[config.mk]
export PLATFORM = sky130hd
export DESIGN_NAME = fasta_fastq_record_filter
export DESIGN_NICKNAME = d
export VERILOG_FILES = /design/src/ffrf_pkg.sv /design/src/fasta_fastq_record_filter.sv /design/src/ffrf_core.sv /design/src/ffrf_outq.sv
export SDC_FILE = /design/constraint.sdc
export NUM_CORES = 1
export LEC_CHECK = 0
export BUFFER_PORTS_ARGS = -buffer_cell sky130_fd_sc_hd__buf_2
export CORE_UTILIZATION = 65
export CTS_CLUSTER_SIZE = 25
export DETAILED_ROUTE_END_ITERATION = 6
export PLACE_DENSITY_LB_ADDON = 0.12
export REMOVE_ABC_BUFFERS = 1
export SYNTH_ARGS = -nofsm -noshare
export SYNTH_HDL_FRONTEND = slang
export SYNTH_SLANG_ARGS = --single-unit
export TNS_END_PERCENT = 100
[constraint.sdc]
create_clock -name clock -period 21.1 [get_ports clock]
set_input_delay 1.055 -clock clock [delete_from_list [all_inputs] [get_ports clock]]
set_output_delay 1.055 -clock clock [all_outputs]
set_load 0.02 [all_outputs]
[src/ffrf_pkg.sv]
// Shared types and constants of the FASTA / FASTQ record filter.
// No dependencies; imported by every module of the block.
`default_nettype none

package ffrf_pkg;

   // Byte values
   localparam logic [7:0] NEWLINE_BYTE = 8'h0A;
   localparam logic [7:0] HEADER_BYTE  = 8'h3E;

   // Input operation codes (req_tuser)
   localparam logic OP_BYTE = 1'b0;
   localparam logic OP_EOF  = 1'b1;

   // Result kinds (rsp_tuser)
   localparam logic KIND_RECORD  = 1'b0;
   localparam logic KIND_SUMMARY = 1'b1;

   // Configuration register indexes
   localparam logic CSR_FASTQ_MODE = 1'b0;
   localparam logic CSR_MIN_LENGTH = 1'b1;

   localparam logic [31:0] MIN_LENGTH_RESET = 32'd1;
   localparam logic [31:0] COUNT_ONES       = 32'hFFFF_FFFF;

   // Result queue geometry
   localparam int unsigned QUEUE_DEPTH = 2;

   // One queue entry: a record report, a summary, or both (record first).
   // The running totals are shared, since the summary follows the close.
   typedef struct packed {
      logic        has_record;
      logic        has_summary;
      logic [31:0] record_index;
      logic [31:0] record_length;
      logic [31:0] record_count;
      logic [31:0] longest_length;
      logic [47:0] length_sum;
   } entry_type;

endpackage

`default_nettype wire

[src/fasta_fastq_record_filter.sv]
// Top level of the FASTA / FASTQ record filter: parser core and result queue.
// Depends on ffrf_pkg, ffrf_core and ffrf_outq.
// A result is written into the result queue when the item that causes it is accepted.
// Throughput: one item per cycle while the two-entry result queue has room.
// End of file closing a record: one entry leaves as two items, record then summary.
// Reset (synchronous): parser state and totals cleared, fastq_mode 0, min_length 1.
`default_nettype none

module fasta_fastq_record_filter #(
   parameter int unsigned LEN_BITS = 32,  // width of pending and longest length
   parameter int unsigned SUM_BITS = 48   // width of the saturating length total
) (
   input  wire logic         clock,
   input  wire logic         reset,
   // Item input
   input  wire logic         req_tvalid,
   output logic              req_tready,
   input  wire logic [7:0]   req_tdata,   // [7:0] data_byte
   input  wire logic         req_tuser,   // [0] operation
   // Result output
   output logic              rsp_tvalid,
   input  wire logic         rsp_tready,
   output logic [175:0]      rsp_tdata,   // [31:0] record_index, [63:32] record_length,
                                          // [95:64] record_count,
                                          // [127:96] longest_length,
                                          // [175:128] length_sum
   output logic              rsp_tuser,   // [0] kind
   output logic              rsp_tlast,   // final_flag
   // Configuration writes
   input  wire logic         csr_wr_en,
   input  wire logic         csr_index,
   input  wire logic [31:0]  csr_wdata
);
   import ffrf_pkg::*;

   logic      item_accept;
   logic      push;
   entry_type entry;
   logic      queue_ready;

   // Accept whenever the queue has a free entry; the parser never stalls.
   assign req_tready  = queue_ready;
   assign item_accept = req_tvalid && req_tready;

   // Parse the byte, close records and keep the running totals.
   ffrf_core #(
      .LEN_BITS (LEN_BITS),
      .SUM_BITS (SUM_BITS)
   ) u_core (
      .clock       (clock),
      .reset       (reset),
      .csr_wr_en   (csr_wr_en),
      .csr_index   (csr_index),
      .csr_wdata   (csr_wdata),
      .item_accept (item_accept),
      .item_op     (req_tuser),
      .item_byte   (req_tdata),
      .push_o      (push),
      .entry_o     (entry)
   );

   // Hold results until taken; a combined entry leaves as record, then summary.
   ffrf_outq u_outq (
      .clock      (clock),
      .reset      (reset),
      .push_i     (push),
      .entry_i    (entry),
      .ready_o    (queue_ready),
      .rsp_tvalid (rsp_tvalid),
      .rsp_tready (rsp_tready),
      .rsp_tdata  (rsp_tdata),
      .rsp_tuser  (rsp_tuser),
      .rsp_tlast  (rsp_tlast)
   );

endmodule

`default_nettype wire

[src/ffrf_core.sv]
// Line parser, record close logic and configuration registers.
// Depends on ffrf_pkg; produces one queue entry per item that yields results.
`default_nettype none

module ffrf_core #(
   parameter int unsigned LEN_BITS = 32,
   parameter int unsigned SUM_BITS = 48
) (
   input  wire logic                clock,
   input  wire logic                reset,
   input  wire logic                csr_wr_en,
   input  wire logic                csr_index,
   input  wire logic [31:0]         csr_wdata,
   input  wire logic                item_accept,
   input  wire logic                item_op,
   input  wire logic [7:0]          item_byte,
   output logic                     push_o,
   output ffrf_pkg::entry_type      entry_o
);
   import ffrf_pkg::*;

   localparam int unsigned CMP_BITS = (LEN_BITS > 32) ? LEN_BITS : 32;
   localparam int unsigned ADD_BITS = ((SUM_BITS > LEN_BITS) ? SUM_BITS : LEN_BITS) + 1;
   localparam logic [LEN_BITS-1:0] LEN_ONES = {LEN_BITS{1'b1}};
   localparam logic [SUM_BITS-1:0] SUM_ONES = {SUM_BITS{1'b1}};

   logic                fastq_mode_ff;
   logic [31:0]         min_length_ff;

   logic                at_line_start_ff, at_line_start_in;
   logic [1:0]          line_phase_ff, line_phase_in;
   logic                line_counts_ff, line_counts_in;
   logic                in_sequence_ff, in_sequence_in;
   logic                record_open_ff, record_open_in;
   logic [LEN_BITS-1:0] pending_length_ff, pending_length_in;
   logic [31:0]         accepted_count_ff, accepted_count_in;
   logic [LEN_BITS-1:0] max_seen_ff, max_seen_in;
   logic [SUM_BITS-1:0] total_seen_ff, total_seen_in;

   logic                header;
   logic                close_ok;
   logic                do_close;
   logic [31:0]         count_closed;
   logic [LEN_BITS-1:0] max_closed;
   logic [ADD_BITS-1:0] sum_wide;
   logic [SUM_BITS-1:0] total_closed;
   logic [31:0]         count_post;
   logic [LEN_BITS-1:0] max_post;
   logic [SUM_BITS-1:0] total_post;
   logic                counts_now;
   logic [LEN_BITS-1:0] pending_base;
   logic [63:0]         pending_ext;
   logic [63:0]         max_ext;
   logic [63:0]         total_ext;

   // Configuration registers
   always_ff @(posedge clock) begin
      if (reset) begin
         fastq_mode_ff <= 1'b0;
         min_length_ff <= MIN_LENGTH_RESET;
      end else if (csr_wr_en) begin
         unique case (csr_index)
            CSR_FASTQ_MODE: fastq_mode_ff <= csr_wdata[0];
            CSR_MIN_LENGTH: min_length_ff <= csr_wdata;
            default: ;
         endcase
      end
   end

   // Header test and record close
   always_comb begin
      header   = fastq_mode_ff ? (line_phase_ff == 2'd0) : (item_byte == HEADER_BYTE);
      close_ok = record_open_ff &&
                 (CMP_BITS'(pending_length_ff) >= CMP_BITS'(min_length_ff));
      do_close = (item_op == OP_EOF) ? close_ok : (at_line_start_ff && header && close_ok);

      count_closed = (accepted_count_ff == COUNT_ONES) ? accepted_count_ff
                                                       : accepted_count_ff + 32'd1;
      max_closed   = (pending_length_ff > max_seen_ff) ? pending_length_ff : max_seen_ff;
      sum_wide     = ADD_BITS'(total_seen_ff) + ADD_BITS'(pending_length_ff);
      total_closed = (sum_wide[ADD_BITS-1:SUM_BITS] != '0) ? SUM_ONES
                                                           : sum_wide[SUM_BITS-1:0];

      count_post = do_close ? count_closed : accepted_count_ff;
      max_post   = do_close ? max_closed   : max_seen_ff;
      total_post = do_close ? total_closed : total_seen_ff;

      pending_ext = 64'(pending_length_ff);
      max_ext     = 64'(max_post);
      total_ext   = 64'(total_post);

      entry_o.has_record     = do_close;
      entry_o.has_summary    = (item_op == OP_EOF);
      entry_o.record_index   = count_closed;
      entry_o.record_length  = pending_ext[31:0];
      entry_o.record_count   = count_post;
      entry_o.longest_length = max_ext[31:0];
      entry_o.length_sum     = total_ext[47:0];

      push_o = item_accept && (do_close || (item_op == OP_EOF));
   end

   // Next parser state
   always_comb begin
      at_line_start_in  = at_line_start_ff;
      line_phase_in     = line_phase_ff;
      line_counts_in    = line_counts_ff;
      in_sequence_in    = in_sequence_ff;
      record_open_in    = record_open_ff;
      pending_length_in = pending_length_ff;
      accepted_count_in = accepted_count_ff;
      max_seen_in       = max_seen_ff;
      total_seen_in     = total_seen_ff;
      counts_now        = line_counts_ff;
      pending_base      = pending_length_ff;

      if (item_accept) begin
         if (item_op == OP_EOF) begin
            // close done above; start over for the next file
            at_line_start_in  = 1'b1;
            line_phase_in     = 2'd0;
            line_counts_in    = 1'b0;
            in_sequence_in    = 1'b0;
            record_open_in    = 1'b0;
            pending_length_in = '0;
            accepted_count_in = '0;
            max_seen_in       = '0;
            total_seen_in     = '0;
         end else begin
            accepted_count_in = count_post;
            max_seen_in       = max_post;
            total_seen_in     = total_post;
            if (at_line_start_ff) begin
               at_line_start_in = 1'b0;
               if (header) begin
                  record_open_in = 1'b1;
                  pending_base   = '0;
                  in_sequence_in = 1'b1;
                  counts_now     = 1'b0;
               end else begin
                  counts_now = in_sequence_ff;
                  if (fastq_mode_ff) begin
                     in_sequence_in = 1'b0;
                  end
               end
               line_counts_in = counts_now;
            end
            pending_length_in = pending_base;
            if (item_byte == NEWLINE_BYTE) begin
               at_line_start_in = 1'b1;
               line_phase_in    = line_phase_ff + 2'd1;
            end else if (counts_now && (pending_base != LEN_ONES)) begin
               pending_length_in = pending_base + LEN_BITS'(1);
            end
         end
      end
   end

   always_ff @(posedge clock) begin
      if (reset) begin
         at_line_start_ff  <= 1'b1;
         line_phase_ff     <= 2'd0;
         line_counts_ff    <= 1'b0;
         in_sequence_ff    <= 1'b0;
         record_open_ff    <= 1'b0;
         pending_length_ff <= '0;
         accepted_count_ff <= '0;
         max_seen_ff       <= '0;
         total_seen_ff     <= '0;
      end else begin
         at_line_start_ff  <= at_line_start_in;
         line_phase_ff     <= line_phase_in;
         line_counts_ff    <= line_counts_in;
         in_sequence_ff    <= in_sequence_in;
         record_open_ff    <= record_open_in;
         pending_length_ff <= pending_length_in;
         accepted_count_ff <= accepted_count_in;
         max_seen_ff       <= max_seen_in;
         total_seen_ff     <= total_seen_in;
      end
   end

endmodule

`default_nettype wire

[src/ffrf_outq.sv]
// Two-entry result queue; splits an entry holding a record and a summary
// into two items. Depends on ffrf_pkg.
`default_nettype none

module ffrf_outq (
   input  wire logic                clock,
   input  wire logic                reset,
   input  wire logic                push_i,
   input  wire ffrf_pkg::entry_type entry_i,
   output logic                     ready_o,
   output logic                     rsp_tvalid,
   input  wire logic                rsp_tready,
   output logic [175:0]             rsp_tdata,
   output logic                     rsp_tuser,
   output logic                     rsp_tlast
);
   import ffrf_pkg::*;

   entry_type   mem_ff [QUEUE_DEPTH];
   logic        head_ff, head_in;
   logic        tail_ff, tail_in;
   logic [1:0]  count_ff, count_in;
   logic        sub_ff, sub_in;
   entry_type   head_entry;
   logic        show_record;
   logic        pop;
   logic        last_part;
   logic [31:0] out_index;
   logic [31:0] out_length;

   always_comb begin
      head_entry  = mem_ff[head_ff];
      ready_o     = (count_ff != 2'(QUEUE_DEPTH));
      rsp_tvalid  = (count_ff != 2'd0);
      show_record = head_entry.has_record && !sub_ff;
      out_index   = show_record ? head_entry.record_index  : 32'd0;
      out_length  = show_record ? head_entry.record_length : 32'd0;
      rsp_tuser   = show_record ? KIND_RECORD : KIND_SUMMARY;
      rsp_tlast   = show_record ? !head_entry.has_summary : 1'b1;
      rsp_tdata   = {head_entry.length_sum, head_entry.longest_length,
                     head_entry.record_count, out_length, out_index};

      pop       = rsp_tvalid && rsp_tready;
      last_part = !(show_record && head_entry.has_summary);

      head_in  = head_ff;
      tail_in  = tail_ff;
      count_in = count_ff;
      sub_in   = sub_ff;
      if (pop) begin
         if (last_part) begin
            head_in = head_ff + 1'b1;
            sub_in  = 1'b0;
         end else begin
            sub_in = 1'b1;
         end
      end
      if (push_i) begin
         tail_in = tail_ff + 1'b1;
      end
      count_in = count_ff + 2'(push_i) - 2'(pop && last_part);
   end

   always_ff @(posedge clock) begin
      if (push_i) begin
         mem_ff[tail_ff] <= entry_i;
      end
   end

   always_ff @(posedge clock) begin
      if (reset) begin
         head_ff  <= 1'b0;
         tail_ff  <= 1'b0;
         count_ff <= 2'd0;
         sub_ff   <= 1'b0;
      end else begin
         head_ff  <= head_in;
         tail_ff  <= tail_in;
         count_ff <= count_in;
         sub_ff   <= sub_in;
      end
   end

   a_no_overflow: assert property (@(posedge clock) disable iff (reset)
      push_i |-> (count_ff != 2'(QUEUE_DEPTH)))
      else $error("result pushed into a full queue");

   a_entry_nonempty: assert property (@(posedge clock) disable iff (reset)
      push_i |-> (entry_i.has_record || entry_i.has_summary))
      else $error("queue entry carries no item");

   a_summary_follows: assert property (@(posedge clock) disable iff (reset)
      (pop && !last_part) |=> (rsp_tvalid && rsp_tuser == KIND_SUMMARY && rsp_tlast))
      else $error("summary did not follow its record report");

   a_count_range: assert property (@(posedge clock) disable iff (reset)
      count_ff <= 2'(QUEUE_DEPTH))
      else $error("queue fill count out of range");

endmodule

`default_nettype wire
; Word level (Yosys, flattened, before mapping)
; Memory sizes are Yosys's and may differ from the RTL's. A register that Yosys moved wholly into a read port is not among the register bits.
; Cells that the tools add are included.
[totals]
regBits = 188
ram_bits = 356
input_bits = 47
wordCells = 102
memories = 1
[op_classes]
n_addsub = 8
magnitude_cmp = 2
n_eq_ne = 5
n_mux = 43
n_bitwise = 2
n_reduce_logical = 26
[memory_table]
columns = memory, depth, word_bits, read_ports, rd_clocked_by_memory_dff, write_ports, line_no
row1 = u_outq.mem_ff, 2, 178, 1, 1, 1, ffrf_outq.sv:19  ; entry_type mem_ff [QUEUE_DEPTH];
[op_table]
columns = cell, count
row1 = $mux W32, 15
row2 = $mux W48, 3
row3 = $add A32 B1 Y32 const B, 2
row4 = $add A48 B32 Y49, 1
row5 = $eq A32 B32 Y1 const B, 1
row6 = $ge A32 B32 Y1, 1
row7 = $gt A32 B32 Y1, 1
row8 = $ne A32 B32 Y1 const B, 1
row9 = $mux W1, 23
row10 = $logic_and A1 B1 Y1, 10
row11 = $eq A8 B4 Y1 const B, 1
row12 = $eq A8 B6 Y1 const B, 1
row13 = $reduce_and A2 Y1, 4
row14 = $reduce_bool A2 Y1, 4
row15 = $reduce_and A3 Y1, 2
row16 = $mux W2, 2
row17 = $logic_not A1 Y1, 3
row18 = $reduce_bool A3 Y1, 1
row19 = $add A1 B1 Y1 const B, 2
row20 = $add A2 B1 Y2, 1
row21 = $add A2 B1 Y2 const B, 1
row22 = $logic_not A2 Y1, 1
row23 = $ne A2 B2 Y1 const B, 1
row24 = $not A1 Y1, 2
row25 = other kinds (2), 2

; Logic depth before layout (Yosys ltp)
[logic_depth]
ltp_word = 11
ltp_mapped = 15
ltp_nobuf = 14

; Hierarchy
; A second synthesis with hierarchy kept.
[hier_totals]
cells_unflattened = 2384
area_unflattened_um2 = 26437.9
[modules_own_cells]
columns = mod, n_inst, cells_each, area_each_um2, seq_area_each_um2
row1 = ffrf_outq, 1, 658, 13304.0, 10810.4
row2 = ffrf_core, 1, 1725, 13127.6, 3663.5
row3 = fasta_fastq_record_filter, 1, 1, 6.3, 0.0

; Least setup slack after synthesis
; OpenSTA, ideal clock, no wires.
[synth_timing]
path_kind = in2reg
start = in req_tdata[7]
end = mem u_outq.mem_ff[0][0] in the netlist's numbering, enable pin
setup_ns = 0.720
arrival_time_ns = 10.085
path_slack_ns = 10.295
path_stages = 9
path_buffers = 1
cell_sequence = nand4bb_1 > o41a_1 > o21ai_2 > and3_1 > a21oi_1 > inv_2 > buf_2 > o21ai_1 > nor2_1
[synth_between]
elab_chain_len = 9
[synth_rtl]
columns = item, line_no
row1 = from (decl), fasta_fastq_record_filter.sv:18  ; input wire logic [7:0] req_tdata,
row2 = $eq A8 B6 Y1, ffrf_core.sv:72  ; header = fastq_mode_ff ? (line_phase_ff == 2'd0) : (item_byte == HEADER_BYTE);
row3 = $mux W1, ffrf_core.sv:72
row4 = $logic_and A1 B1 Y1 (2 in series), ffrf_core.sv:75  ; do_close = (item_op == OP_EOF) ? close_ok : (at_line_start_ff && header && close_ok);
row5 = $mux W1, ffrf_core.sv:75
row6 = $logic_or A1 B1 Y1, ffrf_core.sv:100  ; push_o = item_accept && (do_close || (item_op == OP_EOF));
row7 = $logic_and A1 B1 Y1, ffrf_core.sv:100
row8 = $mux W1, ffrf_outq.sv:65  ; if (push_i) begin
row9 = $mux W1 (implied by the code), ffrf_outq.sv:66  ; mem_ff[tail_ff] <= entry_i;
row10 = to (decl), ffrf_outq.sv:19
; Every way passes these cells.

; Worst setup path in the final report
[layout_timing]
start = in req_tdata[7]
end = reg u_core.total_seen_ff[33]
[layout_between]
elab_chain_len = 7
[layout_rtl]
columns = item, line_no
row1 = $eq A8 B6 Y1, ffrf_core.sv:72
row2 = $mux W1, ffrf_core.sv:72
row3 = $logic_and A1 B1 Y1 (2 in series), ffrf_core.sv:75
row4 = $mux W1, ffrf_core.sv:75
row5 = $mux W48, ffrf_core.sv:86  ; total_post = do_close ? total_closed : total_seen_ff;
row6 = $mux W48, ffrf_core.sv:118  ; if (item_op == OP_EOF) begin
row7 = to (signal assigned), ffrf_core.sv:179  ; total_seen_ff <= total_seen_in;
row8 = to (decl), ffrf_core.sv:38  ; logic [SUM_BITS-1:0] total_seen_ff, total_seen_in;
; Every way passes these cells.
; A chain may end at the register's enable or synchronous reset.

==> impl_metrics.toml <==
[sta]
worst_pin_slew_ns = 1.43
holdWs_ns = 0.455
fin_tns_setup_ns = 0
max_freq_ghz = 0.208
fin_crit_ns = 4.82
rsz0062_at_grt = "false"
maxSlewHeadroom_pct = 4.30
maxSlewViolCount = 0
post-route-period-util_pct = 22.8
finalSetupViolCount = 0
fin_worst_skew_ns = 0.0153
finalHoldViolCount = 0

[floorplan]
core_area_um2 = 40000
start_util_pct = 66.3
die_h_um = 204
placementRows = 73
io_pins = 227
fp.dieArea_um2 = 41600
die_w_um = 204

[synthesis]
synth_area_leaders = "edfxtp_1 (40%), dfxtp_1 (14%), mux2_2 (6.2%)"
synth_async_sr_flop_share_pct = 0
avgSynthCellArea_um2 = 11.2
synth_edf_count = 356
synth_cell_types = 89
yosysTopAreaCell = "edfxtp_1"
synthFlopType = "edfxtp_1"
yosysMostFrequentCell = "edfxtp_1"
synth_warnings = 0
syn_inst = 2356
seq_area_frac_synth_pct = 54.6
ys_seq_elements = 545
synth_common_cells = "edfxtp_1 (356), nand2_1 (212), dfxtp_1 (189), nor2_1 (169), mux2_2 (147)"
synth_top_area_share_pct = 40.3
syn_area_um2 = 26500

[global_route]
grt_max_degree = 142
antenna_found_initial = 1
track_usage_pct = 32.7
grt_pass1_vias = 19000
grt_overflow_total = 0
grt_pass1_wl_mm = 105

[detailed_routing]
via_count = 19700
drt_first_pass_iters = 5
remaining_drc_errors = 0
ant_nets = 0
wl_per_cell_um = 22.0
totalWireLength_mm = 68.2
via_per_inst = 6.33
drt_iter0_markers = 1636

[clock_tree]
root_buffer = "clkbuf_16"
cts.sinks = 545
clkTransAtPathRegs_ns = 0.07
ctsHoldBuffers = 0
post-cts-setup-buffers = 0
cts-htree-levels = 2
cts_tree = "built"
cts_buffers = 52
clk-insertion-delay-late_ns = 0.60
clk_path_buf_depth = 3
ctsResizeCount = 0

[power]
max-vdd-ir-drop_mv = 0.0736
p_leak_nw = 11.3
powerDensity_nw_per_um2 = 90.3

[placement]
dpl.hpwl_mm = 46.2
globalplace.congestion = 0.954
io_buffer_count = 226

[status]
outcome = "finished, final reports clean"

[finish]
fill_cells = 2724
drive_gt1_share_pct = 20.2
final_nets = 2685
synthToLayoutAreaGrowth_pct = 12.6

[setup_path]
cp-startpoint = "req_tdata[7]"
endpoint = "u_core.total_seen_ff[33]"
cp.arrival_ns = 5.31
worst-r2r-cell-count = 13
crit_path_start_kind = "input port"
critPathCaptureType = "register"
worst-path-max-fanout = 72
reg2reg_slack_ns = 16.29
worstReg2RegStart = "u_core.pending_length_ff[0]"
worstSetupPathType = "input port to register"
crit_required_ns = 21.60
timing.rr.end = "u_core.total_seen_ff[33]"

[flow_run]
max_cap_violations = 0

[hold_path]
hp-class = "register to register"
==> worst min-delay path by stage <==
stage                     slack (ns)                      from                  endpoint  depth (start not counted)
final                           0.45  u_core.min_length_ff[16]  u_core.min_length_ff[16]                          2
after global routing            0.48  u_core.min_length_ff[25]  u_core.min_length_ff[25]                          2
after CTS                       0.46  u_core.min_length_ff[16]  u_core.min_length_ff[16]                          2
after floorplan                 0.43  u_core.min_length_ff[10]  u_core.min_length_ff[10]                          2
after detailed placement        0.45  u_core.min_length_ff[16]  u_core.min_length_ff[16]                          2
after global placement          0.45  u_core.min_length_ff[18]  u_core.min_length_ff[18]                          2
==> metrics by stage <==
step / setup slack [ns] / util, % / instance area [µm²] / std cells / total power, mW
after CTS: 16.34 / 74.6 / 29800 / 3105 / 2.71
after floorplan: 9.10 / - / 26000 / 2223 / 1.61
final: 16.28 / 74.6 / 29900 / 3106 / 2.70
after global placement: 15.84 / 70.1 / 28100 / 3007 / 1.73
after global routing: 16.07 / 74.6 / 29800 / 3105 / 2.78
after detailed placement: 15.73 / 70.1 / 28100 / 3007 / 1.74
==> cell families (layout without fill, tap and decap cells) <==
| family | Yosys count | in the layout | share of synthesized area [%] |
|---|---|---|---|
| adders and majority gates | 102 | 102 | 4.84 |
| xor gates and xnor gates | 94 | 94 | 3.11 |
| other | 0 | 1 | 0 |
| muxes | 216 | 216 | 8.85 |
| buffers and inverters | 228 | 452 | 3.38 |
| AOI/OAI and AO/OA | 532 | 532 | 13.6 |
| and+or+nand+nor | 639 | 639 | 11.6 |
| DFF | 545 | 545 | 54.6 |
==> flip-flops by register name (all words and copies together) (netlist names), 2 cells and up, named ones only <==
name and cells:
u_outq.mem_ff 356, u_core.total_seen_ff 48, u_core.accepted_count_ff 32, u_core.max_seen_ff 32, u_core.min_length_ff 32, u_core.pending_length_ff 32, u_core.line_phase_ff 2, u_outq.count_ff 2
==> critical path, cell delays in order <==
cell and delay, ns:
buf_2 0.10, nand4bb_1 0.30, o41a_1 0.53, o21ai_2 0.33, and3_1 0.23, a21oi_2 0.06
buf_4 0.27, inv_2 0.38, buf_4 0.73, nand2_1 0.59, and4_1 0.39, nor4_1 0.25
==> layout by cell type, fill, tap and decap left out, types with 34 or more instances in the layout <==
cell type    n
ha_1       101
nand2_1    212
nand4_1     40
nand3_1     51
clkbuf_16   54
xnor2_1     59
a31oi_1     34
o21ai_0    121
dfxtp_1    188
xor2_1      35
a22o_1      69
a21oi_1    138
inv_1       93
mux2_2     147
edfxtp_1   356
nor2_1     164
mux2i_1     69
buf_2      226
==> report_power, final <==
part	leakage [nW]	internal (mW)	total, mW	switching [mW]
Clock	0.874	0.579	0.976	0.397
Sequential	4.85	1.19	1.22	0.0293
Combinational	5.61	0.173	0.499	0.326
Total	11.3	1.94	2.70	0.752
==> final cells by class <==
| type | count | area (µm²) | share of cell area [%] |
|---|---|---|---|
| Multi-Input combinational cell | 1583 | 11200 | 37.4 |
| Clock inverter | 23 | 294 | 0.985 |
| Clock buffer | 75 | 1500 | 5.03 |
| Sequential cell | 545 | 14500 | 48.5 |
| Timing Repair Buffer | 259 | 1390 | 4.66 |
| Inverter | 95 | 357 | 1.19 |
| Antenna cell | 1 | 2.50 | 0.00838 |
| Tap cell | 525 | 657 | 2.20 |
==> per-layer routing <==
layer | part of all wire, % | wire [µm] | GRT usage [%]
met5 | 0 | 0 | 0
met4 | 3.1 | 2100 | 12.5
met3 | 7.3 | 4970 | 4.29
met2 | 49 | 33700 | 55.4
met1 | 40 | 27500 | 42.8
(Power assumes the default switching activity.)
